$ cat src/assert_macros.svh
// Assertion macros shared by the sequencer RTL.
// Needs a clock named clk and an active-low reset named rst_n in scope.
`ifndef ASSERT_MACROS_SVH
`define ASSERT_MACROS_SVH

// Check on every rising edge, skipped while reset is asserted.
`define ASSERT_CLKD(lbl, prop, msg) \
  lbl: assert property (@(posedge clk) disable iff (!rst_n) (prop)) else $error(msg);

// Check on every rising edge, reset included.
`define ASSERT_ALWAYS(lbl, prop, msg) \
  lbl: assert property (@(posedge clk) (prop)) else $error(msg);

`endif

$ cat src/i2cms_pkg.sv
// Shared constants, status codes and the decode control struct of the I2C
// master sequencer. No dependencies.
`default_nettype none

package i2cms_pkg;

  localparam int BUFFER_BYTES_DEFAULT = 8;

  // Controller control register bits
  localparam logic [7:0] CTL_ACK    = 8'h04;
  localparam logic [7:0] CTL_SI     = 8'h08;
  localparam logic [7:0] CTL_STOP   = 8'h10;
  localparam logic [7:0] CTL_START  = 8'h20;
  localparam logic [7:0] CTL_ENABLE = 8'h40;
  localparam logic [7:0] CTL_ALL    = 8'hFF;

  // Bus controller status codes
  localparam logic [7:0] ST_BUS_ERROR   = 8'h00;
  localparam logic [7:0] ST_START_SENT  = 8'h08;
  localparam logic [7:0] ST_RSTART_SENT = 8'h10;
  localparam logic [7:0] ST_SLAW_ACK    = 8'h18;
  localparam logic [7:0] ST_SLAW_NACK   = 8'h20;
  localparam logic [7:0] ST_TXDATA_ACK  = 8'h28;
  localparam logic [7:0] ST_TXDATA_NACK = 8'h30;
  localparam logic [7:0] ST_ARB_LOST    = 8'h38;
  localparam logic [7:0] ST_SLAR_ACK    = 8'h40;
  localparam logic [7:0] ST_SLAR_NACK   = 8'h48;
  localparam logic [7:0] ST_RXDATA_ACK  = 8'h50;
  localparam logic [7:0] ST_RXDATA_NACK = 8'h58;

  // Decoded actions of one status event
  typedef struct packed {
    logic [7:0] clr;
    logic [7:0] set;
    logic       tx_load;
    logic       tx_from_target;
    logic       buf_advance;
    logic       read_done;
    logic       busy_release;
    logic       cnt_dec;
    logic       cnt_zero;
  } ctl_t;

endpackage

`default_nettype wire

$ cat src/i2cms_decode.sv
// Status code decoder: turns one bus status code into control actions.
// Depends on i2cms_pkg.
`default_nettype none

module i2cms_decode (
  input  wire logic [7:0]      status_code,
  input  wire logic            last_byte,
  output i2cms_pkg::ctl_t      ctl
);
  import i2cms_pkg::*;

  always_comb begin
    ctl     = '0;
    ctl.clr = CTL_SI;
    unique case (status_code)
      ST_BUS_ERROR: begin
        ctl.set          = CTL_STOP;
        ctl.busy_release = 1'b1;
      end
      ST_START_SENT: begin
        ctl.tx_load        = 1'b1;
        ctl.tx_from_target = 1'b1;
        ctl.clr            = CTL_SI | CTL_START;
        ctl.set            = CTL_ACK;
      end
      ST_RSTART_SENT: begin
        ctl.tx_load        = 1'b1;
        ctl.tx_from_target = 1'b1;
        ctl.set            = CTL_ACK;
      end
      ST_SLAW_ACK: begin
        ctl.tx_load     = 1'b1;
        ctl.buf_advance = 1'b1;
      end
      ST_SLAW_NACK, ST_TXDATA_NACK: begin
        ctl.set          = CTL_STOP | CTL_ACK;
        ctl.busy_release = 1'b1;
      end
      ST_TXDATA_ACK: begin
        if (last_byte) begin
          // last byte out (or count already spent): stop and release
          ctl.cnt_zero     = 1'b1;
          ctl.set          = CTL_STOP | CTL_ACK;
          ctl.busy_release = 1'b1;
        end else begin
          ctl.cnt_dec     = 1'b1;
          ctl.tx_load     = 1'b1;
          ctl.buf_advance = 1'b1;
          ctl.set         = CTL_ACK;
        end
      end
      ST_ARB_LOST: begin
        ctl.set = CTL_START | CTL_ACK;
      end
      ST_SLAR_ACK: begin
        ctl.set = CTL_ACK;
      end
      ST_SLAR_NACK: begin
        ctl.set          = CTL_STOP;
        ctl.busy_release = 1'b1;
      end
      ST_RXDATA_ACK, ST_RXDATA_NACK: begin
        ctl.read_done    = 1'b1;
        ctl.set          = CTL_STOP;
        ctl.busy_release = 1'b1;
      end
      default: begin
        // unknown code: only the interrupt flag is cleared
      end
    endcase
  end

endmodule

`default_nettype wire

$ cat src/i2cms_sendbuf.sv
// Send buffer: byte slots loaded on a write start (slot zero also from a received byte), plus the send index.
// Depends on i2cms_pkg.
`default_nettype none

module i2cms_sendbuf #(
  parameter int BUFFER_BYTES = i2cms_pkg::BUFFER_BYTES_DEFAULT
) (
  input  wire logic        clk,
  input  wire logic        rst_n,
  input  wire logic        load,
  input  wire logic [15:0] mem_address,
  input  wire logic [3:0]  byte_count,
  input  wire logic [47:0] write_data,
  input  wire logic        rx_store,
  input  wire logic [7:0]  rx_byte,
  input  wire logic        idx_clear,
  input  wire logic        idx_advance,
  output logic      [7:0]  head_byte
);
  import i2cms_pkg::*;

  localparam int IDX_W = $clog2(BUFFER_BYTES);

  logic [7:0]       buf_r [BUFFER_BYTES];
  logic [IDX_W-1:0] idx_r;
  logic [IDX_W-1:0] idx_nxt;

  // Slot zero takes the memory address high byte on a write start, or the
  // latest received byte. Data slots past the sixth write byte load zero,
  // which the shift gives for free.
  always_ff @(posedge clk) begin
    if (load) begin
      buf_r[0] <= mem_address[15:8];
      buf_r[1] <= mem_address[7:0];
      for (int s = 2; s < BUFFER_BYTES; s++) begin
        if (int'(byte_count) > (s - 2)) begin
          buf_r[s] <= 8'(write_data >> (8 * (s - 2)));
        end
      end
    end else if (rx_store) begin
      buf_r[0] <= rx_byte;
    end
  end

  assign head_byte = buf_r[idx_r];

  always_comb begin
    idx_nxt = idx_r;
    if (idx_clear) begin
      idx_nxt = '0;
    end else if (idx_advance) begin
      idx_nxt = (idx_r == IDX_W'(BUFFER_BYTES - 1)) ? '0 : idx_r + 1'b1;
    end
  end

  always_ff @(posedge clk) begin
    if (!rst_n) begin
      idx_r <= '0;
    end else begin
      idx_r <= idx_nxt;
    end
  end

endmodule

`default_nettype wire

$ cat src/i2c_master_transfer_sequencer.sv
// I2C master transfer sequencer (top level; uses i2cms_pkg, i2cms_decode,
// i2cms_sendbuf and assert_macros.svh). Each request is either a transfer
// start (func 0) or one bus status event (func 1), and every request yields
// exactly one result. A start is accepted when the bus is free and the count
// fits: a read may ask for up to BUFFER_BYTES bytes, a write for up to
// BUFFER_BYTES-2, since the two memory-address bytes go ahead of the data.
// Status events return the control bits to clear (apply first) and to set,
// an optional transmit byte, a received byte and the bus lock flag. One
// request is taken per clock while in_stall is low; a result is presented once its
// request has passed the input register and then the result register, and the
// sustained rate is one request per cycle, limited only by how fast the result
// side takes results. Reading a send-buffer slot never loaded by a write start
// returns an unspecified byte.
`default_nettype none
`include "assert_macros.svh"

module i2c_master_transfer_sequencer #(
  parameter int BUFFER_BYTES = i2cms_pkg::BUFFER_BYTES_DEFAULT
) (
  input  wire logic        clk,
  input  wire logic        rst_n,
  // request channel
  input  wire logic        in_valid,
  output logic             in_stall,
  input  wire logic        in_func,
  input  wire logic [7:0]  in_device_address,
  input  wire logic [15:0] in_mem_address,
  input  wire logic [3:0]  in_byte_count,
  input  wire logic [47:0] in_write_data,
  input  wire logic [7:0]  in_status_code,
  input  wire logic [7:0]  in_rx_byte,
  // result channel
  output logic             out_valid,
  input  wire logic        out_stall,
  output logic             out_accepted,
  output logic      [7:0]  out_clear_bits,
  output logic      [7:0]  out_set_bits,
  output logic             out_tx_load,
  output logic      [7:0]  out_tx_byte,
  output logic             out_read_done,
  output logic      [7:0]  out_read_byte,
  output logic             out_busy_res
);
  import i2cms_pkg::*;

  // bytes_left holds up to BUFFER_BYTES (write count plus two address bytes)
  localparam int CNT_W = $clog2(BUFFER_BYTES + 1);

  // ---------------- input register ----------------
  logic        ir_valid_r;
  logic        ir_valid_nxt;
  logic        ir_func_r;
  logic [7:0]  ir_dev_r;
  logic [15:0] ir_maddr_r;
  logic [3:0]  ir_count_r;
  logic [47:0] ir_wdata_r;
  logic [7:0]  ir_code_r;
  logic [7:0]  ir_rx_r;

  // ---------------- sequencer state ----------------
  logic             busy_r;
  logic             busy_nxt;
  logic [7:0]       target_r;
  logic [7:0]       target_nxt;
  logic [CNT_W-1:0] bytes_left_r;
  logic [CNT_W-1:0] bytes_left_nxt;

  // ---------------- result register ----------------
  logic       out_valid_r;
  logic       out_valid_nxt;
  logic       res_accepted_r;
  logic [7:0] res_clr_r;
  logic [7:0] res_set_r;
  logic       res_txl_r;
  logic [7:0] res_txb_r;
  logic       res_rd_r;
  logic [7:0] res_rb_r;
  logic       res_busy_r;

  logic       res_accepted;
  logic [7:0] res_clr;
  logic [7:0] res_set;
  logic       res_txl;
  logic [7:0] res_txb;
  logic       res_rd;
  logic [7:0] res_rb;

  // ---------------- handshake ----------------
  logic in_take;
  logic res_free;
  logic advance;

  // The held request moves on whenever the result register is empty or
  // being emptied this cycle; the input register refills in the same cycle.
  assign res_free = !out_valid_r || !out_stall;
  assign advance  = ir_valid_r && res_free;
  assign in_stall = ir_valid_r && !res_free;
  assign in_take  = in_valid && !in_stall;

  always_comb begin
    ir_valid_nxt = ir_valid_r;
    if (in_take) begin
      ir_valid_nxt = 1'b1;
    end else if (advance) begin
      ir_valid_nxt = 1'b0;
    end
  end

  always_comb begin
    out_valid_nxt = out_valid_r;
    if (advance) begin
      out_valid_nxt = 1'b1;
    end else if (out_valid_r && !out_stall) begin
      out_valid_nxt = 1'b0;
    end
  end

  always_ff @(posedge clk) begin
    if (!rst_n) begin
      ir_valid_r  <= 1'b0;
      out_valid_r <= 1'b0;
    end else begin
      ir_valid_r  <= ir_valid_nxt;
      out_valid_r <= out_valid_nxt;
    end
  end

  // Capture the request payload; hold it while stalled.
  always_ff @(posedge clk) begin
    if (in_take) begin
      ir_func_r  <= in_func;
      ir_dev_r   <= in_device_address;
      ir_maddr_r <= in_mem_address;
      ir_count_r <= in_byte_count;
      ir_wdata_r <= in_write_data;
      ir_code_r  <= in_status_code;
      ir_rx_r    <= in_rx_byte;
    end
  end

  // ---------------- start checks ----------------
  logic is_status;
  logic is_read;
  logic too_long;
  logic start_ok;

  assign is_status = ir_func_r;
  assign is_read   = ir_dev_r[0];
  // Reads fill the whole buffer; writes lose two slots to the address bytes.
  assign too_long  = is_read ? (int'(ir_count_r) > BUFFER_BYTES)
                             : ((int'(ir_count_r) + 2) > BUFFER_BYTES);
  assign start_ok  = !is_status && !too_long && !busy_r;

  // ---------------- status decode ----------------
  ctl_t ctl;
  logic last_byte;

  assign last_byte = (bytes_left_r <= CNT_W'(1));

  i2cms_decode u_decode (
    .status_code (ir_code_r),
    .last_byte   (last_byte),
    .ctl         (ctl)
  );

  // ---------------- send buffer ----------------
  logic [7:0] head_byte;

  i2cms_sendbuf #(
    .BUFFER_BYTES (BUFFER_BYTES)
  ) u_sendbuf (
    .clk         (clk),
    .rst_n       (rst_n),
    .load        (advance && start_ok && !is_read),
    .mem_address (ir_maddr_r),
    .byte_count  (ir_count_r),
    .write_data  (ir_wdata_r),
    .rx_store    (advance && is_status && ctl.read_done),
    .rx_byte     (ir_rx_r),
    .idx_clear   (advance && start_ok),
    .idx_advance (advance && is_status && ctl.buf_advance),
    .head_byte   (head_byte)
  );

  // ---------------- step logic ----------------
  always_comb begin
    busy_nxt       = busy_r;
    target_nxt     = target_r;
    bytes_left_nxt = bytes_left_r;
    res_accepted   = 1'b0;
    res_clr        = 8'h00;
    res_set        = 8'h00;
    res_txl        = 1'b0;
    res_txb        = 8'h00;
    res_rd         = 1'b0;
    res_rb         = 8'h00;
    if (is_status) begin
      res_accepted = 1'b1;
      res_clr      = ctl.clr;
      res_set      = ctl.set;
      res_txl      = ctl.tx_load;
      if (ctl.tx_load) begin
        res_txb = ctl.tx_from_target ? target_r : head_byte;
      end
      res_rd = ctl.read_done;
      if (ctl.read_done) begin
        res_rb = ir_rx_r;
      end
      if (ctl.busy_release) begin
        busy_nxt = 1'b0;
      end
      // Count never wraps: a spent count stays at zero.
      if (ctl.cnt_zero) begin
        bytes_left_nxt = '0;
      end else if (ctl.cnt_dec) begin
        bytes_left_nxt = bytes_left_r - 1'b1;
      end
    end else if (start_ok) begin
      res_accepted = 1'b1;
      res_clr      = CTL_ALL;
      res_set      = CTL_ENABLE | CTL_START;
      busy_nxt     = 1'b1;
      target_nxt   = ir_dev_r;
      if (is_read) begin
        bytes_left_nxt = CNT_W'(ir_count_r);
      end else begin
        bytes_left_nxt = CNT_W'(5'({1'b0, ir_count_r}) + 5'd2);
      end
    end
  end

  always_ff @(posedge clk) begin
    if (!rst_n) begin
      busy_r       <= 1'b0;
      target_r     <= 8'h00;
      bytes_left_r <= '0;
    end else if (advance) begin
      busy_r       <= busy_nxt;
      target_r     <= target_nxt;
      bytes_left_r <= bytes_left_nxt;
    end
  end

  // Result payload: load on advance, hold while the result side stalls.
  always_ff @(posedge clk) begin
    if (advance) begin
      res_accepted_r <= res_accepted;
      res_clr_r      <= res_clr;
      res_set_r      <= res_set;
      res_txl_r      <= res_txl;
      res_txb_r      <= res_txb;
      res_rd_r       <= res_rd;
      res_rb_r       <= res_rb;
      res_busy_r     <= busy_nxt;
    end
  end

  assign out_valid      = out_valid_r;
  assign out_accepted   = res_accepted_r;
  assign out_clear_bits = res_clr_r;
  assign out_set_bits   = res_set_r;
  assign out_tx_load    = res_txl_r;
  assign out_tx_byte    = res_txb_r;
  assign out_read_done  = res_rd_r;
  assign out_read_byte  = res_rb_r;
  assign out_busy_res   = res_busy_r;

  // ---------------- assertions ----------------
  `ASSERT_CLKD(a_no_tx_and_rx,
               (out_valid |-> !(out_tx_load && out_read_done)),
               "tx and rx in one result")
  `ASSERT_CLKD(a_reject_quiet,
               (out_valid && !out_accepted |-> out_set_bits == 8'h00 && out_clear_bits == 8'h00),
               "rejected start drives control bits")
  `ASSERT_CLKD(a_start_locks,
               (out_valid && out_clear_bits == CTL_ALL |-> out_busy_res),
               "accepted start left bus unlocked")
  `ASSERT_ALWAYS(a_count_range,
                 (!rst_n || bytes_left_r <= CNT_W'(BUFFER_BYTES)),
                 "byte count beyond buffer size")

endmodule

`default_nettype wire

$ cat config.mk
export PLATFORM = sky130hd
export DESIGN_NAME = i2c_master_transfer_sequencer
export DESIGN_NICKNAME = d
export VERILOG_FILES = /design/src/i2cms_pkg.sv /design/src/i2cms_decode.sv /design/src/i2cms_sendbuf.sv /design/src/i2c_master_transfer_sequencer.sv
export VERILOG_INCLUDE_DIRS = /design/src /design/src/src
export SDC_FILE = /design/constraint.sdc
export NUM_CORES = 1
export LEC_CHECK = 0
export BUFFER_PORTS_ARGS = -buffer_cell sky130_fd_sc_hd__buf_4
export CAP_MARGIN = 20
export CELL_PAD_IN_SITES_DETAIL_PLACEMENT = 1
export CELL_PAD_IN_SITES_GLOBAL_PLACEMENT = 1
export CORE_MARGIN = 1
export CORE_UTILIZATION = 52
export CTS_BUF_LIST = sky130_fd_sc_hd__clkbuf_4 sky130_fd_sc_hd__clkbuf_8
export DETAILED_ROUTE_END_ITERATION = 10
export PLACE_DENSITY_LB_ADDON = 0.1
export SKIP_CTS_REPAIR_TIMING = 1
export SLEW_MARGIN = 20
export SYNTH_ARGS = -nofsm -noshare
export SYNTH_HDL_FRONTEND = slang
export SYNTH_SLANG_ARGS = --single-unit
$ cat constraint.sdc
create_clock -name clk -period 8.9 [get_ports clk]
set_input_delay 1.78 -clock clk [delete_from_list [all_inputs] [get_ports clk]]
set_output_delay 1.78 -clock clk [all_outputs]
set_load 0.01 [all_outputs]
==> impl_metrics.py <==
metrics = {
    "status": {
        "outcome": "finished, final reports clean",
    },
    "floorplanning": {
        "initial_core_util_pct": 53.0,
        "fp.dieW_um": 124,
        "die_area_um2": 15300,
        "coreArea_um2": 14500,
        "io_pins": 135,
        "row_count": 44,
        "die_y_um": 124,
    },
    "clocking": {
        "clk_path_buf_depth": 3,
        "cts_tree": "built",
        "clkSinkCount": 203,
        "numCtsBuffers": 35,
        "insertion_delay_ns": 0.52,
        "ctsRootBufferMaster": "clkbuf_8",
        "clkTransAtPathRegs_ns": 0.05,
        "h-tree-depth": 2,
    },
    "power": {
        "leakage_nw": 3.44,
        "p_clk_share_pct": 39.4,
        "internal_power_mw": 1.56,
        "combPwrFrac_pct": 4.9,
        "switching_share_pct": 21.0,
        "peakVddDrop_mv": 0.133,
        "power_switching_mw": 0.416,
        "p_per_area_nw_per_um2": 211,
        "seqPwrFrac_pct": 55.7,
    },
    "hold_path": {
        "hold_class": "reg2reg",
        "min_from": "ir_maddr_r[0]",
    },
    "synth": {
        "synth_cell_types": 57,
        "yosys.area.top_type": "edfxtp_1",
        "synth_seq_cells": 203,
        "seq_area_frac_synth_pct": 76.7,
        "synth_edf_count": 182,
        "yosys_most_used_dff": "edfxtp_1",
        "ys_warn_count": 0,
        "syn_area_um2": 7680,
        "syn-instance-count": 433,
        "synth.area.top_cells": "edfxtp_1, dfxtp_1, mux4_2, mux2i_1, buf_4",
        "synthArstFlopShare_pct": 0,
        "synth_area_per_cell_um2": 17.7,
        "yosysTopAreaCellShare_pct": 71.2,
    },
    "grt": {
        "antenna_found_initial": 0,
        "grt_max_degree": 59,
        "first_global_vias": 4477,
        "grt_overflow": 0,
        "grt_usage_pct": 22.1,
        "grt_first_pass_wirelength_um": 24300,
    },
    "sta": {
        "relSlewSlack_pct": 27.7,
        "period_share_pct": 45.7,
        "tightest_slew_ns": 1.08,
        "fmax_mhz": 246,
        "period_minus_slack_ns": 4.07,
        "clock_skew_ns": 0.0251,
        "totalNegativeSetupSlack_ns": 0,
        "finalHoldWorstSlack_ns": 0.419,
        "setup_viol": 0,
        "grt_setup_unrepaired": "false",
        "slew_violations": 0,
        "timing.final.hold_violations": 0,
    },
    "routing": {
        "drt_iter0_drc": 202,
        "wl_per_cell_um": 20.5,
        "num_vias": 4160,
        "firstDrtPassIters": 4,
        "drt-total-wl_um": 16100,
        "viasPerCell": 5.31,
        "antenna_left": 0,
        "drc": 0,
    },
    "final_layout": {
        "mostFrequentLayoutCells": "edfxtp_1, buf_4, clkbuf_8",
        "area_growth_pct": 22.3,
        "fin_nets": 680,
        "diodes": 0,
        "final_common_cell": "edfxtp_1",
        "fillers": 1325,
        "fin_area_um2": 9390,
        "drive_above_1_share_pct": 37.6,
    },
    "critical_path": {
        "crit_type": "in2out",
        "required_ns": 7.12,
        "rr_startpoint": "ir_count_r[1]",
        "startpoint_type": "input pin",
        "endpoint_kind": "primary output",
        "crit_arrival_ns": 2.29,
        "crit_path_start": "out_stall",
        "cp_max_fo": 3,
    },
    "placement": {
        "portBuffers": 130,
        "dp_hpwl_um": 11600,
        "dpl-instance-area_um2": 8740,
        "gp_congestion": 0.781,
    },
    "job": {
        "maxCapViolCount": 0,
    },
}
==> cell type report <==
cell class	count	area (um2)	share of cell area [%]
timing repair buffer	132	991	10.6
multi-input combinational	189	1580	16.8
clock inverter	12	56.3	0.600
tap	184	230	2.45
sequential	203	5890	62.7
clock buffer	48	592	6.30
inverter	15	56.3	0.600
==> power by group through the flow <==
stage	Combinational (mW)	Clock, mW	Sequential (mW)
floorplan	0.0482	0	1.11
global placement	0.0933	0	1.12
detailed placement	0.0977	0	1.12
CTS	0.0983	0.799	1.10
global route	0.106	0.839	1.10
finish	0.0970	0.779	1.10
==> stage by stage <==
stage	cells	worst slack (ns)	power, mW	utilization [%]
CTS	783	4.82	2.00	64.8
detailed placement	723	4.69	1.22	60.4
global route	783	4.81	2.05	64.8
global placement	723	4.78	1.21	60.4
finish	783	4.83	1.98	64.8
floorplan	436	2.21	1.16	-
==> worst paths after layout <==
kind | end | slack, ns | cells after the start
worst max register to register | u_sendbuf.buf_r[4][6] | 5.91 | 5
worst min register to register | u_sendbuf.buf_r[1][0] | 0.42 | 0
worst max-delay path | in_stall | 4.83 | 3
worst min-delay path | u_sendbuf.buf_r[1][0] | 0.42 | 0
==> critical path: stages <==
cell and delay [ns]:
buf_4 0.12, and3_1 0.23, buf_4 0.16
==> sequential cells by signal, summed over array words and instances (netlist names), named ones only <==
signal	flops
ir_func_r	1
out_accepted	1
ir_count_r	4
out_tx_load	1
ir_wdata_r	48
ir_maddr_r	16
out_read_byte	8
ir_dev_r	8
out_valid	1
busy_r	1
out_read_done	1
out_tx_byte	8
bytes_left_r	4
ir_valid_r	1
u_sendbuf.buf_r	64
out_clear_bits	2
ir_code_r	8
u_sendbuf.idx_r	3
out_set_bits	3
target_r	8
ir_rx_r	8
out_busy_res	1
==> layer usage <==
layer	up-vias	GRT usage, %	wire [um]
li1	1933	-	-
met1	2056	27.5	6640
met4	0	7.91	387
met2	139	37.8	8340
met5	-	0	0
met3	32	4.94	688
==> logic make-up (layout without fill, tap and decap cells) <==
| group | Yosys count | after routing | synth area share [%] |
|---|---|---|---|
| adders and majority gates | 7 | 7 | 1.14 |
| xor gates and xnor gates | 4 | 4 | 0.456 |
| buffers and inverters | 44 | 207 | 3.05 |
| muxes | 41 | 41 | 8.10 |
| other | 1 | 4 | 0.0488 |
| and+or+nand+nor | 81 | 81 | 5.80 |
| DFF | 203 | 203 | 76.7 |
| AOI/OAI and AO/OA | 52 | 52 | 4.74 |
==> cells in the mapped netlist (all sizes together), types with 7 or more instances <==
| cell type | number |
|---|---|
| inv | 15 |
| mux4 | 16 |
| mux2i | 16 |
| and2 | 8 |
| nor2 | 26 |
| nand2 | 17 |
| a21oi | 11 |
| ha | 7 |
| edfxtp | 182 |
| buf | 23 |
| o21ai | 17 |
| dfxtp | 21 |
| mux2 | 9 |
Power figures use the tool's default switching activity.
